--- config.mk ---
export PLATFORM = sky130hd
export DESIGN_NAME = srrt_ctrl
export DESIGN_NICKNAME = d
export VERILOG_FILES = /design/src/rtl/core/srrt_pkg.sv /design/src/rtl/core/srrt_ctrl.sv
export SDC_FILE = /design/constraint.sdc
export NUM_CORES = 1
export LEC_CHECK = 0
export BUFFER_PORTS_ARGS = -buffer_cell sky130_fd_sc_hd__buf_4
export CAP_MARGIN = 20
export CORE_AREA = 4 4 41 43
export DETAILED_ROUTE_END_ITERATION = 8
export DIE_AREA = 0 0 45 47
export PLACE_DENSITY_LB_ADDON = 0.3
export SETUP_SLACK_MARGIN = 0.3
export SYNTH_ARGS = -nofsm -noshare
export SYNTH_HDL_FRONTEND = slang
export SYNTH_SLANG_ARGS = --single-unit
--- constraint.sdc ---
create_clock -name clk -period 3.66 [get_ports clk]
set_input_delay 0.366 -clock clk [delete_from_list [all_inputs] [get_ports clk]]
set_output_delay 0.366 -clock clk [all_outputs]
set_load 0.005 [all_outputs]
--- src/rtl/core/srrt_pkg.sv ---
// Shared types, constants and control structs of the selective-repeat receive tracker.
package srrt_pkg;

	localparam int MAX_CHUNKS       = 4096;
	localparam int MAP_AW           = $clog2(MAX_CHUNKS);
	localparam int TOT_W            = MAP_AW + 1;
	localparam int NACK_BATCH       = 6;
	localparam int LIST_AW          = $clog2(NACK_BATCH);
	localparam int CNT_W            = $clog2(NACK_BATCH + 1);
	localparam int HEADER_BYTES     = 12;
	localparam int MIN_PACKET_BYTES = 4;
	localparam int BATCH_LIMIT      = 10;
	localparam int BATCH_W          = $clog2(BATCH_LIMIT);
	localparam int BIT_W            = $clog2(MAP_AW);

	localparam logic [15:0] FRAME_BYTES_RST = 16'd1024;
	localparam logic [12:0] CHUNK_TOTAL_RST = 13'd1;

	// Packet kinds.
	localparam logic [1:0] OP_CHUNK = 2'd0;
	localparam logic [1:0] OP_CHECK = 2'd1;

	// Result kinds.
	localparam logic [1:0] KIND_STATUS   = 2'd0;
	localparam logic [1:0] KIND_MISSING  = 2'd1;
	localparam logic [1:0] KIND_COMPLETE = 2'd2;

	// Chunk status codes.
	localparam logic [2:0] ST_NEW     = 3'd0;
	localparam logic [2:0] ST_DUP     = 3'd1;
	localparam logic [2:0] ST_SHORT   = 3'd2;
	localparam logic [2:0] ST_BAD_LEN = 3'd3;
	localparam logic [2:0] ST_RANGE   = 3'd4;
	localparam logic [2:0] ST_IGNORED = 3'd5;

	// Configuration register indexes.
	typedef enum logic {
		REG_FRAME_BYTES = 1'b0,
		REG_CHUNK_TOTAL = 1'b1
	} cfg_reg_t;

	typedef struct packed {
		logic [1:0]  opcode;
		logic [15:0] packet_length;
		logic [31:0] sequence_number;
		logic [31:0] payload_length;
	} item_t;

	typedef struct packed {
		logic [1:0]  result_kind;
		logic [2:0]  status_code;
		logic [27:0] write_offset;
		logic [11:0] missing_index;
		logic        batch_end;
		logic        run_last;
	} result_t;

	typedef enum logic [1:0] {
		PATH_STATIC,
		PATH_LOOKUP,
		PATH_CHECK
	} path_t;

	// Commands from the controller to the datapath.
	typedef struct packed {
		logic clr_step;
		logic latch;
		logic emit_static;
		logic rd_seq;
		logic emit_chunk;
		logic mod_init;
		logic mod_step;
		logic batch_init;
		logic scan_eval;
		logic emit_done;
		logic emit_entry;
		logic batch_next;
		logic commit;
	} ctl_t;

	// Status from the datapath to the controller.
	typedef struct packed {
		logic  clr_last;
		path_t path;
		logic  mod_last;
		logic  scan_end;
		logic  batch_empty;
		logic  entry_last;
		logic  last_batch;
	} sts_t;

endpackage

--- src/rtl/core/srrt_ctrl.sv ---
// Controller state machine of the receive tracker.
module srrt_ctrl import srrt_pkg::*; (
	input  logic clk,
	input  logic arst_n,
	input  logic start,
	output logic busy,
	input  sts_t sts,
	output ctl_t ctl
);

	typedef enum logic [3:0] {
		S_CLEAR,
		S_IDLE,
		S_DECODE,
		S_LOOKUP,
		S_MOD,
		S_BATCH_INIT,
		S_SCAN_RD,
		S_SCAN_EV,
		S_BATCH_DONE,
		S_EMIT
	} state_t;

	state_t state_q, state_d;
	logic   busy_q;

	always_comb begin
		state_d = state_q;
		ctl     = '0;
		unique case (state_q)
			S_CLEAR: begin
				ctl.clr_step = 1'b1;
				if (sts.clr_last) begin
					state_d = S_IDLE;
				end
			end
			S_IDLE: begin
				if (start) begin
					ctl.latch = 1'b1;
					state_d   = S_DECODE;
				end
			end
			S_DECODE: begin
				unique case (sts.path)
					PATH_LOOKUP: begin
						ctl.rd_seq = 1'b1;
						state_d    = S_LOOKUP;
					end
					PATH_CHECK: begin
						ctl.mod_init = 1'b1;
						state_d      = S_MOD;
					end
					default: begin
						ctl.emit_static = 1'b1;
						state_d         = S_IDLE;
					end
				endcase
			end
			S_LOOKUP: begin
				ctl.emit_chunk = 1'b1;
				state_d        = S_IDLE;
			end
			S_MOD: begin
				ctl.mod_step = 1'b1;
				if (sts.mod_last) begin
					state_d = S_BATCH_INIT;
				end
			end
			S_BATCH_INIT: begin
				ctl.batch_init = 1'b1;
				state_d        = S_SCAN_RD;
			end
			S_SCAN_RD: begin
				state_d = S_SCAN_EV;
			end
			S_SCAN_EV: begin
				ctl.scan_eval = 1'b1;
				state_d       = sts.scan_end ? S_BATCH_DONE : S_SCAN_RD;
			end
			S_BATCH_DONE: begin
				if (sts.batch_empty) begin
					ctl.emit_done = 1'b1;
					ctl.commit    = 1'b1;
					state_d       = S_IDLE;
				end else begin
					state_d = S_EMIT;
				end
			end
			S_EMIT: begin
				ctl.emit_entry = 1'b1;
				if (sts.entry_last) begin
					if (sts.last_batch) begin
						ctl.commit = 1'b1;
						state_d    = S_IDLE;
					end else begin
						ctl.batch_next = 1'b1;
						state_d        = S_BATCH_INIT;
					end
				end
			end
			default: begin
				state_d = S_IDLE;
			end
		endcase
	end

	always_ff @(posedge clk or negedge arst_n) begin
		if (!arst_n) begin
			state_q <= S_CLEAR;
			busy_q  <= 1'b1;
		end else begin
			state_q <= state_d;
			busy_q  <= (state_d != S_IDLE);
		end
	end

	assign busy = busy_q;

endmodule

### Word-level counts from Yosys, hierarchy flattened

Cells that the tools add are included.

| word-level totals | value |
|---|---|
| bits in registers | 5 |
| logic and storage cells | 44 |
| bits in latches | 0 |
| memories | 0 |
| bits of input ports | 11 |
| output and inout bits | 14 |
| memory bits (read-only) | 0 |
| RAM bits | 0 |

| cells by class | value |
|---|---|
| add/sub/neg operators | 0 |
| div/mod/pow operators | 0 |
| magnitude comparators | 0 |
| bitwise operators | 0 |
| reduce and logical (&&, ||, !) cells | 2 |
| equality and inequality tests | 12 |
| shifts and indexed selects | 0 |
| multipliers | 0 |
| multiplexer cells | 28 |

Operators by type and width:

| operator | count |
|---|---|
| case mux 4 bit (9 select lines) | 1 |
| 2-to-1 mux 4 bit | 6 |
| == test 4 x 3 -> 1 bit (second input constant) | 4 |
| 2-to-1 mux 1 bit | 15 |
| == test 4 x 2 -> 1 bit (second input constant) | 2 |
| == test 4 bit (second input constant) | 2 |
| 2-to-1 mux 2 bit | 3 |
| case mux 3 bit (2 select lines) | 1 |
| == test 4 x 1 -> 1 bit (second input constant) | 1 |
| zero test 4 bit | 1 |
| != test 4 x 1 -> 1 bit (second input constant) | 1 |
| 2-to-1 mux 3 bit | 1 |
| == test 2 x 1 -> 1 bit (second input constant) | 1 |
| == test 2 bit (second input constant) | 1 |
| case mux 1 bit (2 select lines) | 1 |
| OR reduction 2 bit | 1 |

### Depth between registers and ports, before layout

Gate-level depths: netlist of the first run.

| depth | value |
|---|---|
| depth after elaboration | 4 |
| mapped depth | 6 |
| depth with buffers taken out | 6 |

### Worst setup path after synthesis of the first run

No wires, ideal clock.

| timing | value |
|---|---|
| kind | flip-flop to output port |
| start point | reg state_q[0] |
| end point | out ctl[0] (netlist name) |
| buffers on the path | 1 |
| setup slack | 2,255 ps |
| arrival | 1,039 ps |
| required time | 3,294 ps |
| stages on the path, launching flop included | 5 |
| cells stage by stage | dfrtp_1 -> buf_2 -> nor2_1 -> and4_1 -> a31o_2 |

RTL lines:

| element | RTL line | RTL |
|---|---|---|
| from (decl) | srrt_ctrl.sv:24 | `state_t state_q, state_d;` |
| from (signal assigned) | srrt_ctrl.sv:112 | `state_q <= state_d;` |
| to (decl) | srrt_ctrl.sv:8 | `output ctl_t ctl` |

==> results of run 1 <==
area by class of cell:
| cell class | instances | area [sq um] |
|---|---|---|
| tap | 15 | 18.8 |
| fill | 134 | 611 |
| sequential | 5 | 126 |
| inverter | 5 | 18.8 |
| timing repair buffer | 25 | 190 |
| multi-input combinational | 42 | 310 |
| clock buffer | 4 | 26.3 |
cell families after synthesis:
family | Yosys count | synth area share
compound gates | 10 | 0.155
simple gates | 28 | 0.395
fa+ha+maj | 3 | 0.0790
flops | 5 | 0.266
buf+inv | 9 | 0.0816
mux | 1 | 0.0237
per-stage QoR:
stage | total power [W] | hold WS (ns)
4_1_cts | 0.000439 | 0.377
2_1_floorplan | 0.000295 | 0.0704
6_report | 0.000435 | 0.377
3_5_place_dp | 0.000374 | 0.167
5_1_grt | 0.000482 | 0.398
3_3_place_gp | 0.000376 | 0.167
how the worst max path moves through the flow:
stage,from,end,depth (start not counted)
6_report,state_q[0],ctl[0],4
5_1_grt,state_q[0],ctl[0],4
4_1_cts,state_q[0],ctl[0],4
3_5_place_dp,state_q[2],busy,4
3_3_place_gp,state_q[2],busy,4
2_1_floorplan,state_q[0],ctl[0],4
synth_stat cells (all sizes together) (2+ instances only):
| library cell | count |
|---|---|
| a31o | 2 |
| inv | 5 |
| and2 | 3 |
| a21oi | 2 |
| nor3 | 3 |
| nor2 | 7 |
| ha | 3 |
| dfrtp | 4 |
| nand2b | 2 |
| buf | 4 |
state kept, by name, indices dropped and copies added, names as in the netlist:
register  count
state_q       4
busy          1
power by group through the flow:
stage / clock (W) / combinational [W] / sequential, W
6_report: 0.0000603 / 0.000236 / 0.000138
5_1_grt: 0.0000693 / 0.000266 / 0.000146
4_1_cts: 0.0000628 / 0.000238 / 0.000138
3_3_place_gp: 0 / 0.000238 / 0.000139
2_1_floorplan: 0 / 0.000204 / 0.0000912
3_5_place_dp: 0 / 0.000235 / 0.000139
metal layers:
metal	GRT usage	wire length [microns]
met3	0.0115	66
met4	0.0702	0
met5	0	0
met2	0.192	563
met1	0.166	505
tightest hold or removal path: cells and delay by family:
kind                   cells  cell delay (ns)
buffers and inverters      2             0.13
AO/OA/AOI/OAI              1             0.07
what timing repair did:
item / 4_1_cts / 5_1_grt
setup endpoints to repair: 0 / 0
hold buffers: 1 / 0
hold endpoints to repair: 4 / 0
==> out/metrics.yaml, run 1 <==
ys_ff_latch: 5
final_core_util: 0.531
min_period_over_period: 0.511
fin_cells: 96
power.switching_w: 0.000176
p_leak_nw: 0.357
timing.rr.start: "state_q[2]"
clkTransAtPathRegs_ns: 0.04
grt_pass1_wl_mm: 1.94
drc: 0
synthesis.nets: 70
comb_power_share: 0.543
initialDrtViolationCount: 14
cp.arrival_ns: 1.50
dp.cells: 91
reg2regPathDepth: 4
mostFrequentLayoutCells: "24 x buf_4, 7 x nor2_1, 5 x inv_1"
antenna_found_initial: 0
dieArea_sq_um: 2120
cts_buffer_depth: 2
intPower_w: 0.000259
postSynthCellCount: 56
clk_latency_ns: 0.23
crit_fanout: 12
grt_start_max_net_pins: 14
cts_resized: 0
cts-buffers-inserted: 3
post-cts-setup-buffers: 0
fin_nets: 96
detail-route-antenna-nets: 0
rsz0062_at_grt: "no"
place_ws_ns: 2.03
synth-edff-count: 0
core_area_sq_um: 1300
async_flop_share: 1.00
diodes: 0
seqPwrFrac: 0.318
swShare: 0.404
vias: 493
cp_slowest_stage_delay_ns: 0.54
endpoint_kind: "primary output"
grtUsageTotal: 0.123
holdPathStages: 3
relSlewSlack: 0.705
period_minus_slack_ns: 1.87
path_buf_inv: 1
placed_area_sq_um: 654
final_hold_viol_count: 0
place_congestion: 0.731
critPathRequiredTime_ns: 3.29
htreeDepth: 1
viasPerCell: 5.14
avgSynthCellArea_sq_um: 8.49
io_buffers: 24
synth_area_sq_um: 475
ys.flop_type: "dfrtp_1"
ir_drop_mv: 0.281
skew_ns: 0.00383
row_count: 13
final_design_area_no_fill_sq_um: 691
tns_ns: 0
reg2reg_slack_ns: 2.01
synth_cell_type_count: 32
post-dp-hpwl_microns: 901
reg2reg_to: "busy"
overflow: 0
drv_slew: 0
area_growth_pct: 45.3
crit_family: "flip-flops"
cts_num_sinks: 5
holdPathEnd: "state_q[3]"
final_common_cell: "buf_4"
drt_first_pass_iters: 4
path_class: "reg2out"
start_util: 0.365
synthTopCellsByArea: "dfrtp_1 21%, ha_1 7.9%, dfstp_2 5.5%"
grt_pass1_vias: 458
synth_area_leader_cell: "dfrtp_1"
max_freq_mhz: 535
drt_wl_total_mm: 1.14
status: "finished clean"
wire_per_inst_microns: 11.8
fin_ws_ns: 1.79
cap_violations: 0
seq_area_frac_synth: 0.266
yosys_warnings: 0
power_density_nw_per_um2: 630
clkPwrFrac: 0.139
die_h_microns: 47
cts_tree: "built"
holdCritPathClass: "in2reg"
finalSetupViolCount: 0
die_w_microns: 45
synth_top_area_share: 0.211
crit_path_cell_trace: "nor2_1 > and4_1 > a31o_2 > buf_4"
critPathSlowestCell: "dfrtp_1"
cts_root_buf: "clkbuf_4"
cp-start-kind: "register"
drive_gt1_frac: 0.420
num_io_pins: 25
worst_pin_slew_ns: 0.431
hp-start: "sts[3]"
No activity file was read; power rests on OpenSTA's default activity.
==> inputs of run 2 (changes only) <==
==> constraint.sdc (replaced) <==
create_clock -name clk -period 1.5 [get_ports clk]
set_input_delay 0.15 -clock clk [delete_from_list [all_inputs] [get_ports clk]]
set_output_delay 0.15 -clock clk [all_outputs]
set_load 0.005 [all_outputs]
==> run 2 against run 1 <==
Against the previous run: register-to-register slack lost 2.0 ns; hold slack got worse by 0.23 ns; wire length up 35%; combinational power grew to 5.7 times the previous value; sequential share of layout area decreased by 5.1 points; critical path type unchanged; total power grew to 4.0 times the previous value; non-clock buffer count rose by 13; critical path depth rose by 1.
==> out/metrics.yaml, run 2 (synthesized netlist as in run 1, its figures left out) <==
status: "finished clean"
clkPwrFrac: 0.087
worst_pin_slew_ns: 0.261
cts_buffer_depth: 2
final_design_area_no_fill_sq_um: 955
viasPerCell: 5.12
io_buffers: 24
cp-start-kind: "register"
critPathRequiredTime_ns: 1.35
dieArea_sq_um: 2120
post-dp-hpwl_microns: 993
drt_wl_total_mm: 1.53
die_w_microns: 45
period_minus_slack_ns: 1.50
comb_power_share: 0.768
diodes: 0
skew_ns: 0.00366
wire_per_inst_microns: 14.0
cts_root_buf: "clkbuf_4"
cts-buffers-inserted: 3
top_register: "state_q"
drive_gt1_frac: 0.691
total_power_w: 0.00174
relSlewSlack: 0.825
mostFrequentLayoutCells: "26 x buf_4, 9 x buf_6, 4 x dfrtp_1"
critPathSlowestCell: "dfrtp_1"
holdCritPathClass: "in2reg"
max_freq_mhz: 668
placed_area_sq_um: 704
drt_first_pass_iters: 3
reg2reg_to: "busy"
place_congestion: 0.789
cts_num_sinks: 5
holdPathEnd: "state_q[3]"
holdPathStages: 3
tns_ns: 0
row_count: 13
timing.rr.start: "state_q[1]"
start_util: 0.365
swShare: 0.392
clk_latency_ns: 0.24
detail-route-antenna-nets: 0
grt_pass1_vias: 551
htreeDepth: 1
fin_ws_ns: 0.00289
cap_violations: 0
fin_nets: 109
endpoint_kind: "primary output"
cts_tree: "built"
drc: 0
hp-start: "sts[3]"
grt_pass1_wl_mm: 2.38
cp.arrival_ns: 1.35
drv_slew: 0
largest_register_ffs: 4
clkTransAtPathRegs_ns: 0.04
path_class: "reg2out"
holdWs_ns: 0.150
p_leak_nw: 0.450
crit_fanout: 6
die_h_microns: 47
reg2reg_slack_ns: 0.04
min_period_over_period: 0.998
seqPwrFrac: 0.145
finalSetupViolCount: 0
core_area_sq_um: 1300
overflow: 0
power.switching_w: 0.000684
intPower_w: 0.00106
grtUsageTotal: 0.158
grt_start_max_net_pins: 13
crit_path_cell_trace: "buf_6 > inv_2 > and4_1 > a31o_2 > buf_6"
power_density_nw_per_um2: 1830
final_hold_viol_count: 0
initialDrtViolationCount: 7
area_growth_pct: 101
final_common_cell: "buf_4"
rsz0062_at_grt: "yes"
num_io_pins: 25
cp_slowest_stage_delay_ns: 0.38
reg2regPathDepth: 5
ir_drop_mv: 1.05
vias: 558
antenna_found_initial: 0
place_ws_ns: 0.0707
cp_common_cell: "buf_6"
==> run 2: critical path: cells and delay by family (launching register included) <==
kind / cells / cell delay, ns
AOI/OAI and AO/OA: 1 / 0.22
buffers and inverters: 3 / 0.30
DFF: 1 / 0.38
and+or+nand+nor: 1 / 0.20
==> run 2: cell type report <==
cell class | count | area [sq um]
Multi-Input combinational cell | 42 | 418
Timing Repair Buffer | 38 | 347
Fill cell | 89 | 347
Sequential cell | 5 | 126
Clock buffer | 4 | 26.3
Inverter | 5 | 18.8
Tap cell | 15 | 18.8
==> run 2: power by group through the flow <==
stage	registers, W	clock network (W)	logic [W]
global route	0.000259	0.000171	0.00142
CTS	0.000248	0.000158	0.00119
finish	0.000253	0.000153	0.00134
floorplan	0.000223	0	0.000508
global placement	0.000245	0	0.000805
detailed placement	0.000247	0	0.000804
==> run 2: repair_timing <==
item / 4_1_cts / 5_1_grt
pin swaps: 12 / 5
resized for setup: 20 / 13
hold buffers: 1 / 0
endpoints found under the setup margin: 17 / 18
setup buffers: 8 / 0
endpoints found under the hold margin: 5 / 0
==> run 2: metal layers <==
metal  part of all wire  GRT usage  vias to the layer above  wire, microns
li1                   -          -                      273              -
met1               0.44      0.189                      260            666
met2               0.47      0.263                       23            713
met3              0.091     0.0805                        2            139
met4             0.0052     0.0175                        0              8
met5                  0          0                        -              0
==> run 2: worst max-delay path by stage <==
stage	startpoint	cells after the start	endpoint
5_1_grt	state_q[2]	5	ctl[0]
6_report	state_q[2]	5	ctl[0]
4_1_cts	state_q[0]	5	ctl[0]
2_1_floorplan	state_q[3]	4	busy
3_3_place_gp	state_q[1]	5	busy
3_5_place_dp	state_q[0]	4	busy
==> run 2: per-stage QoR <==
| step | cells | util |
|---|---|---|
| floorplan | 56 | - |
| global placement | 96 | 0.541 |
| detailed placement | 96 | 0.541 |
| CTS | 109 | 0.692 |
| global route | 109 | 0.734 |
| finish | 109 | 0.734 |
==> inputs of run 3 (changes only) <==
==> constraint.sdc (replaced) <==
create_clock -name clk -period 1.2 [get_ports clk]
set_input_delay 0.06 -clock clk [delete_from_list [all_inputs] [get_ports clk]]
set_output_delay 0.06 -clock clk [all_outputs]
set_load 0.005 [all_outputs]
==> run 3 against run 2 <==
Against the previous run: the run now ends with negative setup slack left; non-clock buffer count grew 18; die area is the same; sequential share of layout area shrank 2.1 points; largest cell class is now buffers.
==> out/metrics.yaml, run 3 (synthesized netlist as in run 1, its figures left out) <==
viasPerCell: 5.58
crit_fanout: 4
fin_ws_ns: -0.295
num_io_pins: 25
row_count: 13
final_common_cell: "buf_4"
placed_area_sq_um: 790
use_met2: 0.466
critPathRequiredTime_ns: 1.14
grt_pass1_vias: 721
multiInputGateArea_sq_um: 448
seqCellArea_sq_um: 129
detail-route-antenna-nets: 0
htreeDepth: 1
worst_pin_slew_ns: 0.285
max_freq_mhz: 669
final_hold_viol_count: 0
diodes: 0
clk_latency_ns: 0.25
busiest_layer: "met2"
met3_usage: 0.0268
power_density_nw_per_um2: 2370
cap_violations: 0
status: "finished, violations left"
cp-start-kind: "register"
start_util: 0.365
path_class: "reg2out"
io_buffers: 24
post-dp-hpwl_mm: 1.20
rsz0062_at_grt: "yes"
cts_tree: "built"
core_area_sq_um: 1300
grt_start_max_net_pins: 8
period_minus_slack_ns: 1.50
violations: "negative setup slack"
final_design_area_no_fill_sq_um: 1160
wire_per_inst_microns: 19.7
p_leak_nw: 0.568
dieArea_sq_um: 2120
die_w_microns: 45
finalSetupViolCount: 18
top_register: "state_q"
cts-buffers-inserted: 3
cts_root_buf: "clkbuf_4"
drive_gt1_frac: 0.795
largest_register_ffs: 4
clkTransAtPathRegs_ns: 0.06
cp.arrival_ns: 1.44
initialDrtViolationCount: 15
holdWs_ns: 0.0626
vias: 709
endpoint_kind: "primary output"
drt_first_pass_iters: 4
area_growth_pct: 144
cts_num_sinks: 5
drc: 0
die_h_microns: 47
grtUsageTotal: 0.241
nFillCells: 62
grtUsageMet1: 0.271
drt_wl_total_mm: 2.50
cts_buffer_depth: 2
overflow: 0
ir_drop_mv: 1.29
relSlewSlack: 0.810
skew_ns: 0.00227
holdCritPathClass: "in2reg"
place_congestion: 0.791
final_core_util: 0.891
fin_nets: 127
drv_slew: 0
min_period_over_period: 1.25
place_ws_ns: -0.218
mostFrequentLayoutCells: "30 x buf_4, 25 x buf_6"
antenna_found_initial: 0
grt_pass1_wl_mm: 3.53
-- run 3: where the power goes --
part           internal, W  switching (W)
Clock             0.000127      0.0000894
Combinational      0.00125       0.000938
Sequential        0.000252      0.0000918
-- run 3: through the flow --
step	total power, W	TNS [ns]	instances
finish	0.00275	-3.83	127
global route	0.00287	-4.24	127
CTS	0.00228	-2.73	122
global placement	0.00148	-0.578	109
floorplan	0.000927	-0.132	56
detailed placement	0.00150	-0.737	109
-- run 3: layout make-up --
type                       instances  share of cell area
timing repair buffer              56               0.446
multi-input combinational         42               0.386
sequential                         5               0.111
clock buffer                       4              0.0227
inverter                           5              0.0183
tap                               15              0.0162
-- run 3: worst paths after layout --
check                           start          to  slack, ns  cells after the start
setup / recovery           state_q[2]      ctl[0]      -0.30                      6
min in group asynchronous      arst_n  state_q[1]       0.14                      2
setup reg to reg           state_q[2]        busy      -0.27                      7
hold reg to reg            state_q[3]  state_q[2]       0.86                      3
hold / removal                 sts[3]  state_q[3]       0.06                      3
max in group asynchronous      arst_n        busy       0.86                      2
-- run 3: repair_timing --
action,CTS,global route
resized for setup,39,22
hold buffers,1,0
endpoints found under the hold margin,5,0
endpoints found under the setup margin,19,19
setup buffers,7,5
cloned,1,0
pin swaps,6,11
-- run 3: layer usage --
layer | vias up | share of wire
li1 | 318 | -
met1 | 350 | 0.39
met2 | 35 | 0.55
met3 | 6 | 0.040
met4 | 0 | 0.016
met5 | - | 0
-- run 3: worst max-delay path, stage by stage, from the launching register on --
cell and delay [ns]:
dfrtp_2 0.41, buf_6 0.12, buf_6 0.10, inv_4 0.03
and4_4 0.19, a31o_2 0.22, buf_6 0.11
